$ cat src/hw/rtl/three_point_vector_angle_core_macros.svh
// Assertion macros used by the angle core top level.
`ifndef THREE_POINT_VECTOR_ANGLE_CORE_MACROS_SVH
`define THREE_POINT_VECTOR_ANGLE_CORE_MACROS_SVH

// Same-cycle implication, checked on every rising clock edge outside reset.
`define TVAC_ASSERT_NOW(name, ante, cons) \
	name: assert property (@(posedge clk) disable iff (!arst_n) (ante) |-> (cons)) \
		else $error("tvac assertion failed");

// Next-cycle implication, checked on every rising clock edge outside reset.
`define TVAC_ASSERT_NEXT(name, ante, cons) \
	name: assert property (@(posedge clk) disable iff (!arst_n) (ante) |=> (cons)) \
		else $error("tvac assertion failed");

`endif

$ cat src/hw/rtl/tvac_pkg.sv
// Shared constants, types and the arctangent step table of the angle core.
`default_nettype none
package tvac_pkg;

	localparam int COORD_BITS_DEF = 16;
	localparam int NORM_BITS      = 30;
	localparam int ROOT_W         = 62;
	localparam int SQRT_STEPS     = 31;
	localparam int CORDIC_STEPS   = 24;
	localparam int XY_W           = 34;
	localparam int Z_W            = 32;
	localparam int ANGLE_W        = 15;
	localparam int UNIT_SHIFT     = 16;

	localparam logic signed [Z_W-1:0] Z_RIGHT    = Z_W'(589824000);
	localparam logic signed [Z_W-1:0] Z_STRAIGHT = Z_W'(1179648000);
	localparam logic signed [Z_W-1:0] Z_HALF_LSB = Z_W'(32768);

	// Control that travels with each transaction through the pipeline.
	typedef struct packed {
		logic vld;
		logic obtuse;
		logic degen;
	} side_t;

	// atan(2^-i) in units of 1/65536 centidegree, rounded to nearest.
	function automatic logic signed [Z_W-1:0] atan_unit(input int i);
		logic signed [Z_W-1:0] r;
		case (i)
			0: r = Z_W'(294912000);
			1: r = Z_W'(174096719);
			2: r = Z_W'(91987925);
			3: r = Z_W'(46694507);
			4: r = Z_W'(23437865);
			5: r = Z_W'(11730358);
			6: r = Z_W'(5866610);
			7: r = Z_W'(2933484);
			8: r = Z_W'(1466764);
			9: r = Z_W'(733385);
			10: r = Z_W'(366693);
			11: r = Z_W'(183346);
			12: r = Z_W'(91673);
			13: r = Z_W'(45837);
			14: r = Z_W'(22918);
			15: r = Z_W'(11459);
			16: r = Z_W'(5730);
			17: r = Z_W'(2865);
			18: r = Z_W'(1432);
			19: r = Z_W'(716);
			20: r = Z_W'(358);
			21: r = Z_W'(179);
			22: r = Z_W'(90);
			23: r = Z_W'(45);
			default: r = '0;
		endcase
		return r;
	endfunction

endpackage
`default_nettype wire

$ cat src/hw/rtl/tvac_sqrt_cell.sv
// One digit step of the integer square root chain.
`default_nettype none
module tvac_sqrt_cell #(
	parameter int IDX = 0
) (
	input  wire logic                               clk,
	input  wire logic                               arst_n,
	input  wire logic                               en,
	input  wire tvac_pkg::side_t                    side_i,
	input  wire logic [tvac_pkg::ROOT_W-1:0]        n_i,
	input  wire logic [tvac_pkg::ROOT_W-1:0]        res_i,
	input  wire logic [tvac_pkg::NORM_BITS-1:0]     x_i,
	output tvac_pkg::side_t                         side_o,
	output logic [tvac_pkg::ROOT_W-1:0]             n_o,
	output logic [tvac_pkg::ROOT_W-1:0]             res_o,
	output logic [tvac_pkg::NORM_BITS-1:0]          x_o
);

	localparam logic [tvac_pkg::ROOT_W:0] BIT =
		(tvac_pkg::ROOT_W+1)'(1) << (tvac_pkg::ROOT_W - 2 - 2 * IDX);

	logic [tvac_pkg::ROOT_W:0]   trial;
	logic                        take;
	logic [tvac_pkg::ROOT_W-1:0] n_nxt;
	logic [tvac_pkg::ROOT_W-1:0] res_nxt;
	tvac_pkg::side_t             side_q;
	logic [tvac_pkg::ROOT_W-1:0] n_q;
	logic [tvac_pkg::ROOT_W-1:0] res_q;
	logic [tvac_pkg::NORM_BITS-1:0] x_q;

	// Try to subtract the candidate root digit from the remainder.
	always_comb begin
		trial = {1'b0, res_i} + BIT;
		take  = ({1'b0, n_i} >= trial);
		if (take) begin
			n_nxt   = n_i - trial[tvac_pkg::ROOT_W-1:0];
			res_nxt = (res_i >> 1) + BIT[tvac_pkg::ROOT_W-1:0];
		end else begin
			n_nxt   = n_i;
			res_nxt = res_i >> 1;
		end
	end

	// Transaction control moves on with the pipeline enable.
	always_ff @(posedge clk or negedge arst_n) begin
		if (!arst_n) begin
			side_q <= '0;
		end else if (en) begin
			side_q <= side_i;
		end
	end

	// Payload registers.
	always_ff @(posedge clk) begin
		if (en) begin
			n_q   <= n_nxt;
			res_q <= res_nxt;
			x_q   <= x_i;
		end
	end

	assign side_o = side_q;
	assign n_o    = n_q;
	assign res_o  = res_q;
	assign x_o    = x_q;

endmodule
`default_nettype wire

$ cat config.mk
export PLATFORM = sky130hd
export DESIGN_NAME = tvac_sqrt_cell
export DESIGN_NICKNAME = d
export VERILOG_FILES = /design/src/hw/rtl/three_point_vector_angle_core_macros.svh /design/src/hw/rtl/tvac_pkg.sv /design/src/hw/rtl/tvac_sqrt_cell.sv
export SDC_FILE = /design/constraint.sdc
export NUM_CORES = 1
export LEC_CHECK = 0
export ABC_AREA = 1
export BUFFER_PORTS_ARGS = -buffer_cell sky130_fd_sc_hd__buf_4
export CAP_MARGIN = 25
export CORE_MARGIN = 1.5
export CORE_UTILIZATION = 30
export CTS_CLUSTER_SIZE = 28
export DETAILED_ROUTE_END_ITERATION = 8
export GPL_TIMING_DRIVEN = 0
export PLACE_DENSITY = 0.61
export SETUP_SLACK_MARGIN = 0.15
export SLEW_MARGIN = 15
export SYNTH_ARGS = -nofsm -noshare
export SYNTH_HDL_FRONTEND = slang
export SYNTH_SLANG_ARGS = --single-unit
export TNS_END_PERCENT = 100
$ cat constraint.sdc
create_clock -name clk -period 0.82 [get_ports clk]
set_input_delay 0.123 -clock clk [delete_from_list [all_inputs] [get_ports clk]]
set_output_delay 0.123 -clock clk [all_outputs]
set_load 0.05 [all_outputs]
After elaboration in Yosys (flattened, before gate mapping):

Index checks and enable logic that the tools add are counted.

* $lt $le $gt $ge: 1
* multiplexer cells: 2
* add/subtract/negate cells: 3

Operator list (count)
* 62-bit by 61-bit adder with 63-bit output (second input constant): 1
* 62-bit by 63-bit >= comparator with 1-bit output: 1
* 61-bit by 61-bit adder with 62-bit output (second input constant): 1
* 62-bit 2-to-1 mux: 1
* 62-bit subtractor: 1
* 61-bit 2-to-1 mux: 1

* input bits: 160
* logic and storage cells: 13
* flip-flop bits (word level): 157

Longest topological paths before layout:

* depth in word-level cells: 3
* gate-level depth with buffers: 18

Least setup slack after synthesis:

Ideal clock, no wire load.

* path kind: input to register
* start point: input port res_i[60] in the netlist's numbering
* end point: register n_q (netlist bit n_o[27]) (data pin)
* data arrival time: 1.763 ns
* cell stages on the path: 15
* slack: -1.196 ns
* required time: 0.566 ns
* path through: ha_1 inv_1 ha_1 inv_1 nor2_1 nand2_1 o21ai_0 a21oi_1 nand2_1 a21oi_1 nand3_2 buf_6 buf_12 nand2_1 nand2_1

* cells in the longest elaborated chain, start to end: 3

Ends and longest elaborated chain
* start: declaration: line tvac_sqrt_cell.sv:11 `input wire logic [tvac_pkg::ROOT_W-1:0] res_i,`
* 62-bit by 61-bit adder with 63-bit output: line tvac_sqrt_cell.sv:33 `trial = {1'b0, res_i} + BIT;`
* 62-bit by 63-bit >= comparator with 1-bit output: line tvac_sqrt_cell.sv:34 `take = ({1'b0, n_i} >= trial);`
* 62-bit 2-to-1 mux: line tvac_sqrt_cell.sv:35 `if (take) begin`
* named net n_nxt, one bit: line tvac_sqrt_cell.sv:24 `logic [tvac_pkg::ROOT_W-1:0] n_nxt;`
* end signal: assignment: line tvac_sqrt_cell.sv:56 `n_q <= n_nxt;`
* end: declaration: line tvac_sqrt_cell.sv:27 `logic [tvac_pkg::ROOT_W-1:0] n_q;`

The timed path passes the listed nets, and every way through them passes these cells.
A chain may end at the register's enable or synchronous reset.

Worst setup path in the final report:

* start point: input port res_i[61] in the netlist's numbering
* end point: register n_q (netlist bit n_o[12]) (data pin)

The elaborated chain is that of the path after synthesis.

==> reports/qor.yml <==
dpl_cell_area_um2: 15000
path_class: "in2reg"
yosys_register_bits: 157
htree_levels: 4
status: "finished with violations"
die-area_um2: 40500
finalHoldViolCount: 25
crit_fanout: 5
skew_ps: 0
cts_tree: "built"
violations: "hold timing, setup timing"
nets: 2397
rrSetupSlack_ps: -220
vias: 12200
syn-cell-area_um2: 11800
pwr-share-clk_pct: 26.2
fill_cells: 3702
multi_input_area_um2: 7370
period_minus_slack_ps: 1870
antennaDiodeCount: 0
grt_util_all_layers_pct: 23.4
yosysTopAreaCellShare_pct: 39.2
grt_pass1_wl_um: 71300
crit_top_cell: "nand2_1"
totalPowerFinal_mw: 33.8
rsz0062_at_grt: "yes"
die_w_um: 201
synth.most_common_cell: "nand2_1"
max_freq_mhz: 535
comb_power_share_pct: 43.3
num_rows: 72
netSwitchingPower_mw: 12.6
initial_core_util_pct: 30.5
synth_nets: 1910
synthTopCellsByArea: "edfxtp_1 (39%), nand2_1 (21%), inv_1 (12%)"
drcViolationCount: 0
ys_seq_area_share_pct: 39.8
cp_cell_sequence: "buf_8 > ha_4 > inv_2 > ha_4 > inv_4 > nor2_2 > nand2_1 > o21ai_2 > a21oi_2 > nand2_1 > a21oi_2 > nand3_4 > buf_12 > buf_16 > clkbuf_16 > nand2_1 > nand2_1"
place.port_buffers: 316
drt_iter0_drc: 722
place_ws_ps: -2330
worst_slack_ps: -1050
slew_viol_final: 0
area_delta_synth_final_pct: 67.5
synth_common_cells: "nand2_1 (664), inv_1 (364), edfxtp_1 (154)"
clk_path_buf_depth: 2
routed_wl_um: 47400
final-seq-area_um2: 4700
core_um2: 38700
async_flop_share_pct: 1.91
pwr-share-seq_pct: 30.5
max_slew_margin_pct: 72.2
ir_drop_uv: 1580
synth_edf_count: 154
detail-route-antenna-nets: 0
power.density_nw_per_um2: 1710
netlist_instances: 1685
gr-total-overflow: 0
die_h_um: 201
drive_gt1_share_pct: 35.2
cpPeakStageDelay_ps: 250
startpoint_type: "primary input"
synth_area_per_cell_um2: 7.00
ys_types: 36
post_drt_wl_per_cell_um: 17.5
critPathBufInv: 6
grt_pass1_vias: 12400
ios: 317
setup_viol: 222
fin_crit_sh_pct: 228
p_sw_share_pct: 37.4
firstDrtPassIters: 5
synth_flop_cell: "edfxtp_1"
crit_path_end_kind: "register"
path_clk_slew_ps: 60
cp.required_ps: 1050
cts-root-buf: "clkbuf_16"
final_area_um2: 19800
postCtsHoldBufs: 99
yosys.area.top_type: "edfxtp_1"
grt_antenna_before_repair: 0
cp.arrival_ps: 2100
slowest_stage: "ha_4"
cts_sinks: 157
hold_path.class: "in2reg"
tightest_slew_ps: 417
crit_family: "buffers and inverters"
ys_warn_count: 0
place.gp.congestion: 0.908
grt_max_degree: 59
p_leak_nw: 9.80
holdWs_ps: -22.2
vias_per_cell: 4.50
clock_latency_ps: 470
hpwl_um: 35400
p_int_mw: 21.2
cts-buffers-inserted: 17
max-cap-violations: 0
==> routing by layer <==
metal	vias up	wire [µm]	GRT usage, %
met5	-	0	0
met4	0	989	6.93
met3	55	2090	4.18
met2	300	22200	38.7
met1	5634	22200	31.0
li1	6180	-	-
==> power by group through the flow <==
| stage | logic [mW] | registers [mW] | clock network [mW] |
|---|---|---|---|
| global placement | 10.9 | 10.3 | 0 |
| floorplan | 4.12 | 13.3 | 0 |
| detailed placement | 11.0 | 10.3 | 0 |
| CTS | 14.1 | 10.3 | 9.08 |
| finish | 14.6 | 10.3 | 8.86 |
| global route | 15.6 | 10.4 | 9.34 |
==> timing repair <==
item | CTS | global route
pin swaps | 41 | 19
setup endpoints to repair | 322 | 236
setup buffers | 35 | 5
gates cloned | 9 | 4
gates resized for setup | 501 | 65
endpoints found under the hold margin | 155 | 18
==> area by class of cell <==
type | count | area share [%]
clock buffers | 23 | 2.47
plain buffers | 18 | 1.41
multi-input cells | 1133 | 37.3
repair buffers | 469 | 23.8
well taps | 518 | 3.28
inverters | 376 | 7.15
flip-flops and latches | 157 | 23.8
clock inverters | 9 | 0.797
==> final timing paths <==
path	startpoint	endpoint	cells after the start
setup / recovery	res_i[61]	n_o[12]	17
hold / removal	n_i[33]	n_o[33]	3
setup reg to reg	side_o[2]	side_o[2]	3
hold reg to reg	side_o[0]	side_o[0]	1
max in group asynchronous	arst_n	side_o[0]	3
min in group asynchronous	arst_n	side_o[1]	3
==> worst reg2reg max path: cells and delay by family, from the launching register on <==
kind,cells,cell delay (ps)
muxes,1,270
buffers and inverters,2,230
DFF,1,430
==> layout by cell type (no fill, tap or decap), types with 11 or more instances in the layout <==
cell type and n:
a21oi_1 28, buf_12 11, buf_4 190, buf_6 164
clkbuf_16 22, dlygate4sd3_1 99, edfxtp_1 154, ha_4 60
inv_1 355, inv_2 19, nand2_1 538, nand2_2 122
nand2_4 12, nand3_1 90, nand3_2 43, nand3_4 22
nand4_1 16, nor2_1 78, nor2_2 18, nor2_4 22
xor2_1 29
==> per-stage QoR <==
| stage | hold slack [ps] | cells | utilization, % | setup TNS, ps |
|---|---|---|---|---|
| 6_report | -22.2 | 2703 | 51.0 | -112780 |
| 5_1_grt | -25.7 | 2703 | 51.0 | -122880 |
| 4_1_cts | -51.4 | 2694 | 50.1 | -113040 |
| 3_5_place_dp | -84.8 | 2520 | 38.7 | -198720 |
| 3_3_place_gp | -88.0 | 2519 | 38.6 | -330160 |
| 2_1_floorplan | -173 | 1685 | - | -63070 |
==> cell families after synthesis <==
logic type	Yosys count	share of synthesized area, %
simple gates	985	35.3
mux	3	0.286
xor+xnor	30	2.23
buf+inv	395	13.2
compound gates	50	2.22
flops	157	39.8
fa+ha+maj	65	6.96
==> flip-flops by register name, indices dropped and copies added, names as in the netlist <==
name and count:
side_o 3, x_o 30, res_o 62, n_o 62
(Power assumes the default switching activity.)
