## config.mk

```make
export PLATFORM = sky130hd
export DESIGN_NAME = tvac_cordic_cell
export DESIGN_NICKNAME = d
export VERILOG_FILES = /design/src/hw/rtl/three_point_vector_angle_core_macros.svh /design/src/hw/rtl/tvac_pkg.sv /design/src/hw/rtl/tvac_cordic_cell.sv
export SDC_FILE = /design/constraint.sdc
export NUM_CORES = 1
export LEC_CHECK = 0
export ABC_AREA = 0
export BUFFER_PORTS_ARGS = -buffer_cell sky130_fd_sc_hd__buf_2
export CORE_UTILIZATION = 40
export DETAILED_ROUTE_END_ITERATION = 10
export PLACE_DENSITY = 0.74
export REMOVE_ABC_BUFFERS = 1
export SYNTH_ARGS = -nofsm -noshare
export SYNTH_HDL_FRONTEND = slang
export SYNTH_SLANG_ARGS = --single-unit
export TNS_END_PERCENT = 10
```

## constraint.sdc

```tcl
create_clock -name clk -period 0.8 [get_ports clk]
set_input_delay 0.16 -clock clk [delete_from_list [all_inputs] [get_ports clk]]
set_output_delay 0.16 -clock clk [all_outputs]
set_load 0.05 [all_outputs]
```

## src/hw/rtl/three_point_vector_angle_core_macros.svh

```systemverilog
// Assertion macros used by the angle core top level.
`ifndef THREE_POINT_VECTOR_ANGLE_CORE_MACROS_SVH
`define THREE_POINT_VECTOR_ANGLE_CORE_MACROS_SVH

// Same-cycle implication, checked on every rising clock edge outside reset.
`define TVAC_ASSERT_NOW(name, ante, cons) \
	name: assert property (@(posedge clk) disable iff (!arst_n) (ante) |-> (cons)) \
		else $error("tvac assertion failed");

// Next-cycle implication, checked on every rising clock edge outside reset.
`define TVAC_ASSERT_NEXT(name, ante, cons) \
	name: assert property (@(posedge clk) disable iff (!arst_n) (ante) |=> (cons)) \
		else $error("tvac assertion failed");

`endif

```

## src/hw/rtl/tvac_pkg.sv

```systemverilog
// Shared constants, types and the arctangent step table of the angle core.
`default_nettype none
package tvac_pkg;

	localparam int COORD_BITS_DEF = 16;
	localparam int NORM_BITS      = 30;
	localparam int ROOT_W         = 62;
	localparam int SQRT_STEPS     = 31;
	localparam int CORDIC_STEPS   = 24;
	localparam int XY_W           = 34;
	localparam int Z_W            = 32;
	localparam int ANGLE_W        = 15;
	localparam int UNIT_SHIFT     = 16;

	localparam logic signed [Z_W-1:0] Z_RIGHT    = Z_W'(589824000);
	localparam logic signed [Z_W-1:0] Z_STRAIGHT = Z_W'(1179648000);
	localparam logic signed [Z_W-1:0] Z_HALF_LSB = Z_W'(32768);

	// Control that travels with each transaction through the pipeline.
	typedef struct packed {
		logic vld;
		logic obtuse;
		logic degen;
	} side_t;

	// atan(2^-i) in units of 1/65536 centidegree, rounded to nearest.
	function automatic logic signed [Z_W-1:0] atan_unit(input int i);
		logic signed [Z_W-1:0] r;
		case (i)
			0: r = Z_W'(294912000);
			1: r = Z_W'(174096719);
			2: r = Z_W'(91987925);
			3: r = Z_W'(46694507);
			4: r = Z_W'(23437865);
			5: r = Z_W'(11730358);
			6: r = Z_W'(5866610);
			7: r = Z_W'(2933484);
			8: r = Z_W'(1466764);
			9: r = Z_W'(733385);
			10: r = Z_W'(366693);
			11: r = Z_W'(183346);
			12: r = Z_W'(91673);
			13: r = Z_W'(45837);
			14: r = Z_W'(22918);
			15: r = Z_W'(11459);
			16: r = Z_W'(5730);
			17: r = Z_W'(2865);
			18: r = Z_W'(1432);
			19: r = Z_W'(716);
			20: r = Z_W'(358);
			21: r = Z_W'(179);
			22: r = Z_W'(90);
			23: r = Z_W'(45);
			default: r = '0;
		endcase
		return r;
	endfunction

endpackage
`default_nettype wire

```

## src/hw/rtl/tvac_cordic_cell.sv

```systemverilog
// One vectoring rotation of the arctangent chain.
`default_nettype none
module tvac_cordic_cell #(
	parameter int IDX = 0
) (
	input  wire logic                               clk,
	input  wire logic                               arst_n,
	input  wire logic                               en,
	input  wire tvac_pkg::side_t                    side_i,
	input  wire logic signed [tvac_pkg::XY_W-1:0]   x_i,
	input  wire logic signed [tvac_pkg::XY_W-1:0]   y_i,
	input  wire logic signed [tvac_pkg::Z_W-1:0]    z_i,
	output tvac_pkg::side_t                         side_o,
	output logic signed [tvac_pkg::XY_W-1:0]        x_o,
	output logic signed [tvac_pkg::XY_W-1:0]        y_o,
	output logic signed [tvac_pkg::Z_W-1:0]         z_o
);

	localparam logic signed [tvac_pkg::Z_W-1:0] STEP = tvac_pkg::atan_unit(IDX);

	logic signed [tvac_pkg::XY_W-1:0] xs;
	logic signed [tvac_pkg::XY_W-1:0] ys;
	logic signed [tvac_pkg::XY_W-1:0] x_nxt;
	logic signed [tvac_pkg::XY_W-1:0] y_nxt;
	logic signed [tvac_pkg::Z_W-1:0]  z_nxt;
	tvac_pkg::side_t                  side_q;
	logic signed [tvac_pkg::XY_W-1:0] x_q;
	logic signed [tvac_pkg::XY_W-1:0] y_q;
	logic signed [tvac_pkg::Z_W-1:0]  z_q;

	// Rotate toward the x axis; the sign of y picks the direction.
	always_comb begin
		xs = x_i >>> IDX;
		ys = y_i >>> IDX;
		if (!y_i[tvac_pkg::XY_W-1]) begin
			x_nxt = x_i + ys;
			y_nxt = y_i - xs;
			z_nxt = z_i + STEP;
		end else begin
			x_nxt = x_i - ys;
			y_nxt = y_i + xs;
			z_nxt = z_i - STEP;
		end
	end

	// Transaction control moves on with the pipeline enable.
	always_ff @(posedge clk or negedge arst_n) begin
		if (!arst_n) begin
			side_q <= '0;
		end else if (en) begin
			side_q <= side_i;
		end
	end

	// Payload registers.
	always_ff @(posedge clk) begin
		if (en) begin
			x_q <= x_nxt;
			y_q <= y_nxt;
			z_q <= z_nxt;
		end
	end

	assign side_o = side_q;
	assign x_o    = x_q;
	assign y_o    = y_q;
	assign z_o    = z_q;

endmodule
`default_nettype wire

```

# After elaboration in Yosys (flattened, before gate mapping)
# Cells that the tools add are included.
# op_classes
shifts,0
n_reduce_logical,0
addsub,5
n_mux,3
n_bitwise,0
div,0
n_mul,0
eq_ne,0
magnitude_cmp,0
# op_table
op,count
two-way mux 34 bit,2
subtractor 34 bit,2
adder 34 bit,1
"adder 32 x 30 -> 32 bit, second input constant",1
two-way mux 32 bit,1
"subtractor 32 x 30 -> 32 bit, second input constant",1
# totals
ff_bits,103
mem_bits_ro,0
in_bits,106
latch_bits,0
mem_count,0
mem_bits_rw,0

# Longest topological paths before layout
# Gate-level depths: netlist of run 1.
# depth
ltp_word,2
ltp_mapped,13
mapped_depth_nobuf,12

# Worst setup path after synthesis of run 1
# No wires, ideal clock.
# synth_timing
kind,input to register
startpoint,input y_i[33] (netlist name)
endpoint,register z_q (netlist bit z_o[31]) (data pin)
setup_slack_ns,-1.952
t_arrival_ns,2.492
setup_time_ns,0.260
t_required_ns,0.540
n_path_buf,2
cell_stages,12
cell_sequence,clkbuf_1 > inv_2 > buf_1 > ha_1 > a21oi_1 > o21ai_0 > a211o_1 > a31oi_1 > a21oi_1 > a21o_1 > a21oi_1 > xnor2_1
# synth_via
elab_chain_cells,1
# synth_rtl
item,line_no,text
from (decl),tvac_cordic_cell.sv:11,"input wire logic signed [tvac_pkg::XY_W-1:0] y_i,"
two-way mux 32 bit,tvac_cordic_cell.sv:35,if (!y_i[tvac_pkg::XY_W-1]) begin
"net z_nxt, one bit",tvac_cordic_cell.sv:25,logic signed [tvac_pkg::Z_W-1:0] z_nxt;
to (signal assigned),tvac_cordic_cell.sv:60,z_q <= z_nxt;
to (decl),tvac_cordic_cell.sv:29,logic signed [tvac_pkg::Z_W-1:0] z_q;
# The timed path passes the listed nets, and every way through them passes these cells.
# A chain may end at the register's enable or synchronous reset.

# Worst setup path in the final report of run 1
# layout_timing
startpoint,input y_i[0] (netlist name)
endpoint,register y_q (netlist bit y_o[28]) (data pin)
# layout_via
elab_chain_cells,2
elab_cells_between_ends,3
# layout_rtl
item,line_no,text
subtractor 34 bit / adder 34 bit (equally long branches),"tvac_cordic_cell.sv:37, tvac_cordic_cell.sv:41",
two-way mux 34 bit *,tvac_cordic_cell.sv:35,
"net y_nxt, one bit",tvac_cordic_cell.sv:24,logic signed [tvac_pkg::XY_W-1:0] y_nxt;
to (signal assigned),tvac_cordic_cell.sv:59,y_q <= y_nxt;
to (decl),tvac_cordic_cell.sv:28,logic signed [tvac_pkg::XY_W-1:0] y_q;
# Mark *: on every way through the listed nets, which the timed path passes. The rest lies on a longest branch.

==> results.toml, run 1 <==
[outcome]
outcome = "complete, but fails checks"
violations = "setup timing"

[power_and_ir_drop]
p_leak_uw = 0.00745
p_seq_frac = 0.282
total_power_uw = 26400
p_sw_frac = 0.413
vdd_ir_drop_max_v = 0.00120
power.switching_uw = 10900
pwr-share-clk = 0.180
p_per_area_nw_per_um2 = 1610
comb_power_share = 0.538
internal_power_uw = 15500

[grt]
grt_usage = 0.291
grt_overflow_total = 0
grt_pass1_vias = 10482
grt_max_degree = 51
grt_pass1_wl_um = 54800
antenna_found_initial = 0

[critical_path]
crit_family = "compound AO/OA/AOI/OAI gates"
cp-end-kind = "flip-flop"
slowest_delay_ps = 350
start_kind = "input port"
worstSetupPathType = "input port to flip-flop"
cp_cell_sequence = "buf_8 > ha_4 > fa_2 > nor2b_4 > o221ai_4 > buf_6 > a21oi_2 > o21ai_2 > buf_4 > a21oi_2 > a211o_1 > a211o_1 > mux2i_1 > xnor2_1"
worstPathArrival_ps = 2580
critPathBufInv = 3
crit_required_ps = 920
critPathMaxFanout = 2
crit_path_top_delay_cell = "fa_2"

[layout]
synthToLayoutAreaGrowth_pct = 74.4
fin_nets = 1842
n_antenna_cell = 0
final_util = 0.716
fin_cells = 1939
drive_above_1_share = 0.526

[die]
fp.dieH_um = 155
num_rows = 55
dieArea_um2 = 24100
dieWidth_um = 155
initial_core_util = 0.411
ios = 209
core_um2 = 22800

[cts]
clk_latency_ps = 360
clock_path_buffers = 2
h-tree-depth = 3
clkTransAtPathRegs_ps = 90
cts_tree = "done"
cts_buffers = 9
clock_sinks = 102
clk_root_buffer_cell = "clkbuf_16"

[yosys]
synth-xor-area-share = 0.0672
syn_avg_cell_area_um2 = 9.07
synth-seq-area-share = 0.325
synthAdderAreaFrac = 0.157
synthCells = 1034
yosysTopAreaCellShare = 0.317
synth_top_family_by_area = "compound AO/OA/AOI/OAI gates"
synth_area_leader_cell = "edfxtp_1"
async_reset_ff_frac = 0.0294
yosysMostFrequentCell = "a21oi_1"
ys_top_cells_by_count = "a21oi_1 (119), ha_1 (111), inv_1 (102)"
synthFlopType = "edfxtp_1"
synth-warning-count = 0
synthMuxAreaShare = 0.0261
synth_edf_count = 99
syn-cell-area_um2 = 9380
synth_compound_area_frac = 0.238
yosys.area_share.simple = 0.124
ys_top_cells_by_area = "edfxtp_1 (32%), ha_1 (15%), a21oi_1 (6.3%), xnor2_1 (5.2%), inv_1 (4.1%)"
synth_seq_cells = 102
ys_types = 76

[placed_design]
dpl.hpwl_um = 25500
dp_cells = 1872
dp_slack_ps = -2280
portBuffers = 208
routabilityCongestion = 0.924

[timing]
setup_viol = 181
tightest_slew_ps = 515
setup_slack_ps = -1660
finalCritPeriodShare = 3.08
max-slew-margin-rel = 0.656
maxSlewViolCount = 0
clock.fmax_ghz = 0.406
hold_viol = 0
finClkSkew_ps = 0
rsz0062_at_grt = "true"
fin_crit_ps = 2460

[detailed_routing]
routed_wl_um = 36000
drt_first_pass_iters = 5
ant_nets = 0
drc = 0
routed_via_density = 5.37
wl_per_cell_um = 18.6
drt_iter0_markers = 655
vias = 10421

[run]
max-cap-violations = 0

[min_path]
min_path_type = "input port to flip-flop"
## per-layer routing
layer	GRT usage	up-vias	wire (um)
li1	-	4892	-
met1	0.348	5019	14700
met2	0.539	429	18500
met3	0.0365	81	1840
met4	0.0877	0	960
met5	0	-	0
## timing repair
item	4_1_cts	5_1_grt
gates resized for setup	426	153
endpoints found under the hold margin	21	0
hold buffers	19	0
buffers inserted	18	19
setup endpoints to repair	181	181
pin swaps	82	61
## area by class of cell
cell class / instances / area, um^2
clock buffers: 9 / 225
clock inverters: 7 / 86.3
fillers: 1546 / 6490
inverters: 107 / 429
multi-input cells: 781 / 6960
flip-flops and latches: 102 / 3050
well taps: 313 / 392
repair buffers: 620 / 5230
## state kept, by name, summed over array words and instances (netlist names)
| signal | cells |
|---|---|
| y_o | 33 |
| z_o | 32 |
| side_o | 3 |
| x_o | 34 |
## per-stage QoR
stage	instance area [um^2]	hold slack, ps	setup TNS [ps]
6_report	16400	16.4	-121110
5_1_grt	16400	18.7	-127680
4_1_cts	15600	6.29	-117470
3_5_place_dp	13400	-39.5	-145250
3_3_place_gp	13400	-44.4	-142800
2_1_floorplan	9190	-136	-105800
## power groups by stage
stage          sequential (uW)  clock [uW]  combinational, uW
2_1_floorplan            10100           0               3810
3_3_place_gp              7320           0              11100
3_5_place_dp              7320           0              11300
4_1_cts                   7410        4820              13200
5_1_grt                   7500        4980              14900
6_report                  7440        4750              14200
## placed cells by master (no fill, tap or decap), types with 9 or more instances in the layout
master / count
buf_2: 77
nand4_1: 9
buf_6: 148
clkbuf_16: 9
nand2b_1: 13
o21bai_1: 15
inv_1: 79
inv_2: 18
nor3_1: 12
nand2_1: 38
o21ai_0: 33
a21oi_4: 11
o21ai_1: 23
o211ai_1: 9
a21o_1: 32
mux2i_1: 19
dlygate4sd3_1: 19
edfxtp_1: 99
a21oi_2: 34
nand3_1: 12
xor2_1: 16
o21ai_2: 21
xnor2_1: 55
buf_4: 360
ha_1: 78
a21oi_1: 75
inv_4: 9
ha_4: 28
nor2_1: 60
## cells by family (layout without fill, tap and decap cells)
| kind of cell | Yosys count | in the layout |
|---|---|---|
| AO/OA/AOI/OAI | 343 | 343 |
| buffers and inverters | 151 | 743 |
| multiplexers | 24 | 24 |
| flip-flops | 102 | 102 |
| AND/OR/NAND/NOR | 227 | 227 |
| adder cells (fa/ha/maj) | 115 | 115 |
| XOR/XNOR | 72 | 72 |
## worst paths after layout
kind | slack [ps] | startpoint | cells past startpoint | endpoint
max | -1660 | y_i[0] | 14 | y_o[28]
min | 20 | side_i[0] | 2 | side_o[0]
max reg2reg | 40 | side_o[1] | 1 | side_o[1]
min reg2reg | 540 | side_o[0] | 1 | side_o[0]
max in group asynchronous | 560 | arst_n | 2 | side_o[2]
min in group asynchronous | 130 | arst_n | 2 | side_o[0]
(Power assumes the default switching activity.)
==> run 2, diff against run 1 <==
- CORE_MARGIN: unset -> 4
==> results.toml, run 2 (synthesized netlist as in run 1, its figures left out) <==
[layout]
mostFrequentLayoutCells = "buf_4 (345), buf_6 (128), edfxtp_1 (99)"
synthToLayoutAreaGrowth_pct = 72.4
fill_cells = 1595
fin_nets = 1818
drive_above_1_share = 0.519
final_common_cell = "buf_4"
largest_reg_flops = 34

[timing]
max-slew-margin-rel = 0.622
maxSlewViolCount = 0
tightest_slew_ps = 567
clock.fmax_ghz = 0.413
fin_crit_ps = 2420
hold_ws_ps = 20.0
hold_viol = 0
setup_viol = 181
rsz0062_at_grt = "true"
setup-tns-final_ps = -118360
finClkSkew_ps = 0
setup_slack_ps = -1620
finalCritPeriodShare = 3.03

[power_and_ir_drop]
p_per_area_nw_per_um2 = 1620
vdd_ir_drop_max_v = 0.00102
p_leak_uw = 0.00734

[critical_path]
r2r_cells = 1
cp_cell_sequence = "buf_8 > inv_1 > ha_4 > buf_4 > nand3_1 > o211ai_1 > buf_4 > buf_6 > a31oi_4 > o21bai_1 > buf_4 > a211o_1 > a211oi_2 > a21oi_1 > xnor2_1"
critPathMaxFanout = 6
start_kind = "input port"
cp-end-kind = "flip-flop"
worstPathArrival_ps = 2530
crit_path_top_delay_cell = "a211o_1"
slowest_delay_ps = 340
crit_required_ps = 910
worstSetupPathType = "input port to flip-flop"
crit_path_frequent_cell = "buf_4"

[die]
dieArea_um2 = 26000
initial_core_util = 0.411
core_um2 = 22800
dieWidth_um = 161
fp.dieH_um = 161
num_rows = 55
ios = 209

[cts]
clk_root_buffer_cell = "clkbuf_16"
h-tree-depth = 3
cts_buffers = 9
cts_tree = "done"
clock_path_buffers = 2
clock_sinks = 102
clk_latency_ps = 360
clkTransAtPathRegs_ps = 80

[placed_design]
dpl.hpwl_um = 25900
routabilityCongestion = 0.944
portBuffers = 208

[detailed_routing]
routed_via_density = 5.38
vias = 10323
ant_nets = 0
drc = 2
drt_iter0_markers = 620
routed_wl_um = 36300
wl_per_cell_um = 18.9
drt_first_pass_iters = 8

[min_path]
min_path_type = "input port to flip-flop"
hold_depth = 2

[grt]
grt_pass1_wl_um = 55100
antenna_found_initial = 2
grt_overflow_total = 0
grt_pass1_vias = 10686
grt_usage = 0.262
grt_max_degree = 58

[outcome]
violations = "DRC, setup timing"
outcome = "complete, but fails checks"

[run]
max-cap-violations = 0
-- run 2: cell types whose count changed in the layout (fill, tap and decap cells not counted), moves of 3 or more --
| cell | delta |
|---|---|
| nand2_1 | -4 |
| diode_2 | +4 |
| nand2_2 | +3 |
| inv_1 | +4 |
| buf_4 | -15 |
| nor2b_1 | +3 |
| nor2b_2 | -3 |
| buf_2 | +10 |
| buf_6 | -20 |
-- run 2: through the flow --
| stage | total power (uW) | setup WS, ps | util | cells | area, um^2 |
|---|---|---|---|---|---|
| floorplan | 13900 | -1910 | - | 990 | 9190 |
| global placement | 18500 | -2190 | 0.584 | 1858 | 13400 |
| detailed placement | 18600 | -2310 | 0.584 | 1858 | 13400 |
| CTS | 25500 | -1570 | 0.683 | 1907 | 15600 |
| global route | 27300 | -1700 | 0.708 | 1917 | 16200 |
| finish | 26300 | -1620 | 0.708 | 1919 | 16200 |
-- run 2: layout make-up --
type	count	area [um^2]	area share
multi-input cells	781	7030	0.435
repair buffers	596	4960	0.307
flip-flops and latches	102	3050	0.188
inverters	107	422	0.0261
well taps	313	392	0.0242
clock buffers	9	225	0.0139
clock inverters	7	86.3	0.00534
diodes	4	10.0	0.000619
-- run 2: worst paths after layout --
path,start,to,slack [ps]
worst max register to register,side_o[2],side_o[2],10
worst min-delay path,side_i[1],side_o[1],20
max in group asynchronous,arst_n,side_o[2],550
worst min register to register,side_o[1],side_o[1],540
min in group asynchronous,arst_n,side_o[0],130
worst max-delay path,x_i[3],x_o[22],-1620
-- run 2: layer usage --
metal	wire [um]	share of wire	GRT usage
met5	0	0	0
met4	1380	0.038	0.104
met3	2150	0.059	0.0385
met2	18200	0.50	0.465
met1	14600	0.40	0.319
-- run 2: repair_timing --
item | in CTS | in global routing
hold endpoints to repair | 21 | 0
hold buffers | 19 | 0
buffers inserted | 15 | 11
endpoints found under the setup margin | 181 | 182
pin swaps | 97 | 65
gates resized for setup | 446 | 118
-- run 2: report_power, final --
part / switching [uW] / total [uW] / internal [uW]
Clock: 2460 / 4710 / 2250
Combinational: 7960 / 14100 / 6170
Sequential: 459 / 7410 / 6960
-- run 2: worst max-delay path: cells and delay by family --
family | cells | cell delay, ps
simple gates | 1 | 200
fa+ha+maj | 1 | 230
compound gates | 6 | 960
xor+xnor | 1 | 180
buf+inv | 6 | 790
